`src/sv/wmm_pkg.sv`:
```
// Shared types and constants of the window min/max tracker.
// No dependencies; imported by every module of the block.
package wmm_pkg;

  localparam int unsigned WINDOW   = 120;
  localparam int unsigned SAMPLE_W = 12;
  localparam int unsigned ADDR_W   = $clog2(WINDOW);
  localparam int unsigned CNT_W    = $clog2(WINDOW + 1);

  typedef logic signed [SAMPLE_W-1:0] sample_t;

  typedef enum logic [1:0] {
    ST_IDLE,
    ST_SCAN,
    ST_DRAIN,
    ST_OUT
  } state_e;

  // Commands from the controller to the datapath.
  typedef struct packed {
    logic wr;    // store the accepted sample and restart the scan
    logic rd;    // issue one ring read and advance the read address
    logic load;  // move min/max and flags into the output register
  } cmd_t;

  // Status from the datapath to the controller.
  typedef struct packed {
    logic rd_last;   // read address is at the last filled entry
    logic out_free;  // output register can take a result this cycle
  } status_t;

endpackage

```
`src/sv/wmm_ctrl.sv`:
```
// Sequencer of the window min/max tracker: accept, scan, drain, output.
// Depends on wmm_pkg.
module wmm_ctrl (
  input  logic           clk_i,
  input  logic           rst_ni,
  input  logic           in_valid_i,
  output logic           in_stall_o,
  input  wmm_pkg::status_t status_i,
  output wmm_pkg::cmd_t    cmd_o
);
  import wmm_pkg::*;

  state_e state_q, state_d;

  always_ff @(posedge clk_i or negedge rst_ni) begin
    if (!rst_ni) begin
      state_q <= ST_IDLE;
    end else begin
      state_q <= state_d;
    end
  end

  always_comb begin
    state_d    = state_q;
    cmd_o      = '0;
    in_stall_o = 1'b1;
    case (state_q)
      ST_IDLE: begin
        in_stall_o = 1'b0;
        if (in_valid_i) begin
          cmd_o.wr = 1'b1;
          state_d  = ST_SCAN;
        end
      end
      ST_SCAN: begin
        cmd_o.rd = 1'b1;
        if (status_i.rd_last) begin
          state_d = ST_DRAIN;
        end
      end
      ST_DRAIN: begin
        // last read data folds into min/max this cycle
        state_d = ST_OUT;
      end
      ST_OUT: begin
        if (status_i.out_free) begin
          cmd_o.load = 1'b1;
          state_d    = ST_IDLE;
        end
      end
      default: begin
        state_d = ST_IDLE;
      end
    endcase
  end

endmodule

```
`src/sv/wmm_datapath.sv`:
```
// Datapath of the window min/max tracker: sample ring, scan pointers,
// min/max accumulators, previous extremes and output register. Depends on wmm_pkg.
module wmm_datapath (
  input  logic                             clk_i,
  input  logic                             rst_ni,
  input  wmm_pkg::cmd_t                    cmd_i,
  output wmm_pkg::status_t                 status_o,
  input  logic signed [wmm_pkg::SAMPLE_W-1:0] sample_i,
  output logic                             out_valid_o,
  input  logic                             out_stall_i,
  output logic signed [wmm_pkg::SAMPLE_W-1:0] window_min_o,
  output logic signed [wmm_pkg::SAMPLE_W-1:0] window_max_o,
  output logic                             new_low_o,
  output logic                             new_high_o
);
  import wmm_pkg::*;

  sample_t           ring_mem [WINDOW];
  sample_t           rd_data_q;
  logic [ADDR_W-1:0] wr_slot_q, wr_slot_d;
  logic [CNT_W-1:0]  fill_q, fill_d;
  logic [CNT_W-1:0]  fill_m1;
  logic [ADDR_W-1:0] rd_addr_q, rd_addr_d;
  logic              rd_valid_q;
  logic              first_q, first_d;
  sample_t           lo_q, lo_d, hi_q, hi_d;
  sample_t           last_min_q, last_min_d, last_max_q, last_max_d;
  logic              out_valid_d;
  sample_t           win_min_q, win_max_q;
  logic              new_low_q, new_high_q;

  // Ring storage, one write and one registered read per cycle.
  always_ff @(posedge clk_i) begin
    if (cmd_i.wr) begin
      ring_mem[wr_slot_q] <= sample_i;
    end
    if (cmd_i.rd) begin
      rd_data_q <= ring_mem[rd_addr_q];
    end
  end

  assign fill_m1           = fill_q - CNT_W'(1);
  assign status_o.rd_last  = (rd_addr_q == ADDR_W'(fill_m1));
  assign status_o.out_free = !out_valid_o || !out_stall_i;

  always_comb begin
    wr_slot_d   = wr_slot_q;
    fill_d      = fill_q;
    rd_addr_d   = rd_addr_q;
    first_d     = first_q;
    lo_d        = lo_q;
    hi_d        = hi_q;
    last_min_d  = last_min_q;
    last_max_d  = last_max_q;
    out_valid_d = out_valid_o && out_stall_i;

    if (cmd_i.wr) begin
      wr_slot_d = (wr_slot_q == ADDR_W'(WINDOW - 1)) ? '0 : wr_slot_q + ADDR_W'(1);
      if (fill_q != CNT_W'(WINDOW)) begin
        fill_d = fill_q + CNT_W'(1);
      end
      rd_addr_d = '0;
      first_d   = 1'b1;
    end
    if (cmd_i.rd) begin
      rd_addr_d = rd_addr_q + ADDR_W'(1);
    end
    if (rd_valid_q) begin
      first_d = 1'b0;
      if (first_q || (rd_data_q < lo_q)) begin
        lo_d = rd_data_q;
      end
      if (first_q || (rd_data_q > hi_q)) begin
        hi_d = rd_data_q;
      end
    end
    if (cmd_i.load) begin
      out_valid_d = 1'b1;
      last_min_d  = lo_q;
      last_max_d  = hi_q;
    end
  end

  always_ff @(posedge clk_i or negedge rst_ni) begin
    if (!rst_ni) begin
      wr_slot_q   <= '0;
      fill_q      <= '0;
      rd_addr_q   <= '0;
      rd_valid_q  <= 1'b0;
      first_q     <= 1'b0;
      last_min_q  <= '0;
      last_max_q  <= '0;
      out_valid_o <= 1'b0;
    end else begin
      wr_slot_q   <= wr_slot_d;
      fill_q      <= fill_d;
      rd_addr_q   <= rd_addr_d;
      rd_valid_q  <= cmd_i.rd;
      first_q     <= first_d;
      last_min_q  <= last_min_d;
      last_max_q  <= last_max_d;
      out_valid_o <= out_valid_d;
    end
  end

  // Accumulators and output payload carry no reset.
  always_ff @(posedge clk_i) begin
    lo_q <= lo_d;
    hi_q <= hi_d;
    if (cmd_i.load) begin
      win_min_q  <= lo_q;
      win_max_q  <= hi_q;
      new_low_q  <= lo_q < last_min_q;
      new_high_q <= hi_q > last_max_q;
    end
  end

  assign window_min_o = win_min_q;
  assign window_max_o = win_max_q;
  assign new_low_o    = new_low_q;
  assign new_high_o   = new_high_q;

endmodule

```
`src/sv/window_min_max_tracker.sv`:
```
// Top level of the window min/max tracker: controller plus datapath.
// Depends on wmm_pkg, wmm_ctrl and wmm_datapath.
//
//  channel | direction | handshake                 | payload
//  --------+-----------+---------------------------+-------------------------------------
//  in      | input     | in_valid_i / in_stall_o   | sample_i
//  out     | output    | out_valid_o / out_stall_i | window_min_o, window_max_o,
//          |           |                           | new_low_o, new_high_o
//
// After its transfer a sample holds the input closed while the ring is rescanned over
// fill entries, fill being the number of stored samples (1 to 120), and until its result
// is loaded. The rescan issues one registered ring read per cycle, then folds in the
// last read and loads the result. Reset (rst_ni low, asynchronous) empties the window
// and clears the previous extremes to 0. A held result stalls only the next load.
module window_min_max_tracker (
  input  logic                                clk_i,
  input  logic                                rst_ni,
  input  logic                                in_valid_i,
  output logic                                in_stall_o,
  input  logic signed [wmm_pkg::SAMPLE_W-1:0] sample_i,
  output logic                                out_valid_o,
  input  logic                                out_stall_i,
  output logic signed [wmm_pkg::SAMPLE_W-1:0] window_min_o,
  output logic signed [wmm_pkg::SAMPLE_W-1:0] window_max_o,
  output logic                                new_low_o,
  output logic                                new_high_o
);
  import wmm_pkg::*;

  cmd_t    cmd;
  status_t status;

  // Sequence each sample: store, rescan the ring, fold in the last read, output.
  wmm_ctrl u_ctrl (
    .clk_i      (clk_i),
    .rst_ni     (rst_ni),
    .in_valid_i (in_valid_i),
    .in_stall_o (in_stall_o),
    .status_i   (status),
    .cmd_o      (cmd)
  );

  // Hold the ring, the scan accumulators and the output register.
  wmm_datapath u_datapath (
    .clk_i        (clk_i),
    .rst_ni       (rst_ni),
    .cmd_i        (cmd),
    .status_o     (status),
    .sample_i     (sample_i),
    .out_valid_o  (out_valid_o),
    .out_stall_i  (out_stall_i),
    .window_min_o (window_min_o),
    .window_max_o (window_max_o),
    .new_low_o    (new_low_o),
    .new_high_o   (new_high_o)
  );

`ifndef NO_ASSERTIONS
  // After a transfer the input stays closed while the ring is rescanned.
  a_busy_after_accept: assert property (@(posedge clk_i) disable iff (!rst_ni)
    (in_valid_i && !in_stall_o) |=> in_stall_o)
    else $error("input open right after a transfer");

  // A reported minimum never exceeds the reported maximum.
  a_min_le_max: assert property (@(posedge clk_i) disable iff (!rst_ni)
    out_valid_o |-> (window_min_o <= window_max_o))
    else $error("window minimum above window maximum");

  // No two of the write, read and load commands are ever issued together.
  a_cmd_excl: assert property (@(posedge clk_i) disable iff (!rst_ni)
    $countones({cmd.wr, cmd.rd, cmd.load}) <= 1)
    else $error("overlapping datapath commands");
`endif

endmodule

```
`config.mk`:
```
export PLATFORM = sky130hd
export DESIGN_NAME = window_min_max_tracker
export DESIGN_NICKNAME = d
export VERILOG_FILES = /design/src/sv/wmm_pkg.sv /design/src/sv/wmm_ctrl.sv /design/src/sv/wmm_datapath.sv /design/src/sv/window_min_max_tracker.sv
export SDC_FILE = /design/constraint.sdc
export NUM_CORES = 2
export LEC_CHECK = 0
export BUFFER_PORTS_ARGS = -buffer_cell sky130_fd_sc_hd__buf_2
export CAP_MARGIN = 20
export CORE_MARGIN = 1.5
export CORE_UTILIZATION = 23
export CTS_CLUSTER_SIZE = 10
export DETAILED_ROUTE_END_ITERATION = 6
export GPL_TIMING_DRIVEN = 0
export MAX_ROUTING_LAYER = met4
export PLACE_DENSITY = 0.41
export SETUP_SLACK_MARGIN = 0.02
export SLEW_MARGIN = 0
export SYNTH_ARGS = -nofsm -noshare
export SYNTH_HDL_FRONTEND = slang
export SYNTH_SLANG_ARGS = --single-unit
```
`constraint.sdc`:
```
create_clock -name clk_i -period 3.65 [get_ports clk_i]
set_clock_uncertainty 0.2 [all_clocks]
set_input_delay 0.73 -clock clk_i [delete_from_list [all_inputs] [get_ports clk_i]]
set_output_delay 0.73 -clock clk_i [all_outputs]
set_load 0.01 [all_outputs]
```
==> results.sh <==
export IMPL_run_status="finished, final reports clean"
export IMPL_critical_path_endpoint="u_datapath.rd_data_q[6]"
export IMPL_clkSinkCount=1552
export IMPL_dieArea_um2=268700
export IMPL_insertion_delay_ns=0.83
export IMPL_synth_cell_area_um2=61080
export IMPL_synth_seq_cells=1552
export IMPL_final_hold_slack_ns=0.1120
export IMPL_synth_edff_count=1502
export IMPL_area_share_of_the_leading_cell_type_in_the_synthesized_netlist_pct=73.85
export IMPL_synth_async_sr_flop_share_pct=3.222
export IMPL_critical_path_arrival_ns=3.92
export IMPL_num_rows=189
export IMPL_dpl_cell_count=6601
export IMPL_timing_max_cap_violations=0
export IMPL_regToRegEndpoint="u_datapath.rd_data_q[6]"
export IMPL_gp_congestion=0.8507
export IMPL_cts_tree="built"
export IMPL_dpl_worst_slack_ns=-0.9249
export IMPL_routed_wirelength_um=188900
export IMPL_post_synth_top_area_cell="edfxtp_1"
export IMPL_reg2reg_from="u_datapath.rd_addr_q[1]"
export IMPL_clock_root_buffer="clkbuf_16"
export IMPL_timing_worst_slew_pin_value_ns=1.169
export IMPL_setup_viol=0
export IMPL_rsz0062_at_grt="true"
export IMPL_timing_hold_worst_class="primary input to register"
export IMPL_initial_antenna_violation_count=8
export IMPL_power_leakage_nw=22.70
export IMPL_cp_required_ns=3.93
export IMPL_final_cycle_utilization_of_the_critical_path_pct=99.74
export IMPL_criticalPathCategory="register to register"
export IMPL_gr_usage_all_layers_pct=14.37
export IMPL_post_route_insts_no_fill=6864
export IMPL_total_switching_power_w=0.01675
export IMPL_start_util_pct=23.08
export IMPL_cp_max_fo=10
export IMPL_syn_inst=2909
export IMPL_critical_path_endpoint_type="register"
export IMPL_critical_path_startpoint_type="register"
export IMPL_detail_route_vias_per_cell=4.424
export IMPL_count_of_different_cell_masters_after_synthesis=56
export IMPL_finalNetCount=3320
export IMPL_num_io_pins=44
export IMPL_internal_power_component_w=0.03565
export IMPL_final_hold_violation_count=0
export IMPL_post_route_setup_slack_ns=0.009400
export IMPL_core_area_um2=264600
export IMPL_avgRoutedWirePerCell_um=27.52
export IMPL_synth_yosys_warnings=0
export IMPL_totalNegativeSetupSlack_ns=0
export IMPL_grt_overflow_total=0
export IMPL_worstSetupStartpoint="u_datapath.rd_addr_q[1]"
export IMPL_reg2regPathDepth=9
export IMPL_slack_of_the_worst_reg_to_reg_path_ns=0.009
export IMPL_clk_pin_slew_ns=0.06
export IMPL_cts_buffers_inserted=178
export IMPL_ant_nets=0
export IMPL_vias=30370
export IMPL_place_detailed_hpwl_um=130300
export IMPL_powerDensity_nw_per_um2=711.3
export IMPL_die_height_um=518.3
export IMPL_fp_dieW_um=518.3
export IMPL_post_cts_setup_buffers=0
export IMPL_syn2layout_area_growth_pct=20.62
export IMPL_timing_slew_headroom_pct=21.94
export IMPL_share_comb_of_total_power_pct=29.4
export IMPL_drt_iter0_drc=3008
export IMPL_seq_area_frac_synth_pct=75.89
export IMPL_grt_first_pass_wirelength_um=261000
export IMPL_pwr_share_clk_pct=31.0
export IMPL_grt_start_max_net_pins=92
export IMPL_final_period_minus_worst_setup_slack_ns=3.641
export IMPL_achievable_frequency_mhz=274.7
export IMPL_drive_gt1_share_pct=31.09
export IMPL_remaining_drc_errors=0
export IMPL_first_global_vias=30830
export IMPL_syn_nets=2981
export IMPL_final_max_slew_violation_count=0
export IMPL_ctsLongestPathBuffers=3
export IMPL_io_buffers=43
export IMPL_ys_dominant_reg_cell="edfxtp_1"
export IMPL_vdd_ir_drop_max_mv=0.4633
export IMPL_first_pass_iters=5
export IMPL_h_tree_level_count=4
export IMPL_power_share_switching_pct=31.96
export IMPL_synth_area_per_inst_um2=21.00
export IMPL_synth_top_cells_by_area="edfxtp_1 74%, mux4_2 14%, dfrtp_1 2.0%"
export IMPL_power_frac_seq_pct=39.6
==> kinds of logic (layout without fill, tap and decap cells) <==
kind of cell	count (synthesis)	count (layout)	share of synthesized area, %
adders and majority gates	56	56	1.147
DFF	1552	1552	75.89
AOI/OAI and AO/OA	228	228	2.393
buffers and inverters	205	622	1.737
xor gates and xnor gates	18	18	0.2581
and+or+nand+nor	344	344	2.542
muxes	506	506	16.03
other	0	5	0
==> synthesized netlist by cell type (3+ instances only) <==
master    count
edfxtp_1   1502
mux4_2      375
nor2_1      147
mux2i_1     105
nand2_1      79
o21ai_0      58
ha_1         56
inv_1        56
dfrtp_1      50
clkbuf_1     49
a21oi_1      47
buf_2        44
a22oi_1      28
nand3_1      28
mux2_2       26
nor2b_1      24
buf_6        23
buf_4        17
buf_1        16
nor3_1       15
nand2b_1     12
nand4_1      12
o211ai_1     12
a211oi_1     10
a21o_1       10
xnor2_1      10
a221oi_1      9
o21a_1        9
o22ai_1       9
or2_2         8
xor2_1        8
a32oi_1       6
o21ai_1       6
nand3b_1      5
a22o_1        4
and2_1        4
o31ai_1       3
==> power groups by stage <==
stage	clock network, W	registers, W	logic [W]
after floorplan	0	0.0210	0.00854
after global placement	0	0.0212	0.0147
after detailed placement	0	0.0211	0.0149
after CTS	0.0167	0.0208	0.0155
after global routing	0.0174	0.0208	0.0163
final	0.0163	0.0207	0.0154
==> registers in the layout, summed over array words and instances, names as in the netlist <==
name,cells
u_ctrl.state_q,2
u_datapath.fill_q,7
u_datapath.first_q,1
u_datapath.hi_q,12
u_datapath.last_max_q,12
u_datapath.last_min_q,12
u_datapath.lo_q,12
u_datapath.new_high_o,1
u_datapath.new_low_o,1
u_datapath.out_valid_o,1
u_datapath.rd_addr_q,7
u_datapath.rd_data_q,12
u_datapath.rd_valid_q,1
u_datapath.ring_mem,1440
u_datapath.window_max_o,12
u_datapath.window_min_o,12
u_datapath.wr_slot_q,7
==> worst max-delay path, stage by stage, from the launching register on <==
cell	delay, ns
dfrtp_1	0.37
buf_2	0.22
buf_4	0.24
buf_2	0.43
buf_4	0.36
mux4_2	0.36
mux2i_2	0.38
o21ai_0	0.21
o21ai_0	0.27
a211oi_2	0.20
==> worst min-delay path by stage <==
| stage | to | depth (start not counted) | from |
|---|---|---|---|
| 6_report | u_ctrl.state_q[0] | 3 | in_valid_i |
| 5_1_grt | u_ctrl.state_q[0] | 3 | in_valid_i |
| 4_1_cts | u_ctrl.state_q[0] | 3 | in_valid_i |
| 3_5_place_dp | u_datapath.last_min_q[0] | 1 | u_datapath.last_min_q[0] |
| 3_3_place_gp | u_datapath.last_min_q[0] | 1 | u_datapath.last_min_q[0] |
| 2_1_floorplan | u_ctrl.state_q[0] | 0 | rst_ni |
==> metal layers <==
metal | up-vias | share of wire, % | routed length, µm | global-route usage [%]
met1 | 16530 | 46 | 86490 | 19.95
met2 | 945 | 46 | 87280 | 21.74
met5 | - | 0 | 0 | -
met4 | 0 | 2.1 | 3977 | 3.493
met3 | 215 | 5.9 | 11130 | 2.555
li1 | 12670 | - | - | -
==> repair_timing <==
action,in CTS,in global routing
hold buffers,2,0
pin swaps,5,2
gates cloned,0,0
endpoints found under the hold margin,51,0
setup endpoints to repair,168,235
gates resized for setup,157,48
==> cell usage in the layout, fill, tap and decap left out, types with 17 or more instances in the layout <==
cell       Yosys  layout
mux4_2       375     375
clkbuf_16      0     179
a22oi_1       28      28
mux2_2        26      26
buf_2         44      44
inv_1         56      56
buf_6         23      31
nor2_1       147      48
a21oi_1       47      43
ha_1          56      56
clkbuf_1      49      90
nor2_4         0      17
nor2_2         0      82
dfrtp_1       50      50
buf_16         0      25
nand2_1       79      78
nor2b_1       24      23
edfxtp_1    1502    1502
nand3_1       28      26
mux2i_1      105      95
buf_8          0      73
buf_4         17      66
o21ai_0       58      52
==> final cells by class <==
class                   count  area [µm²]
fillers                 26150      190900
inverters                  56       210.2
plain buffers             147        1191
well taps                3533        4420
multi-input cells        1152       14280
clock inverters            22       381.6
clock buffers             236        4723
flip-flops and latches   1552       46350
repair buffers            161        2100
diodes                      5       12.51
==> stage by stage <==
step	power, W	util [%]	instance area, µm²
2_1_floorplan	0.02954	-	61080
3_3_place_gp	0.03587	24.83	65710
3_5_place_dp	0.03605	25.63	67830
4_1_cts	0.05299	27.77	73490
5_1_grt	0.05445	27.84	73660
6_report	0.05240	27.84	73670
(Power assumes the default switching activity.)
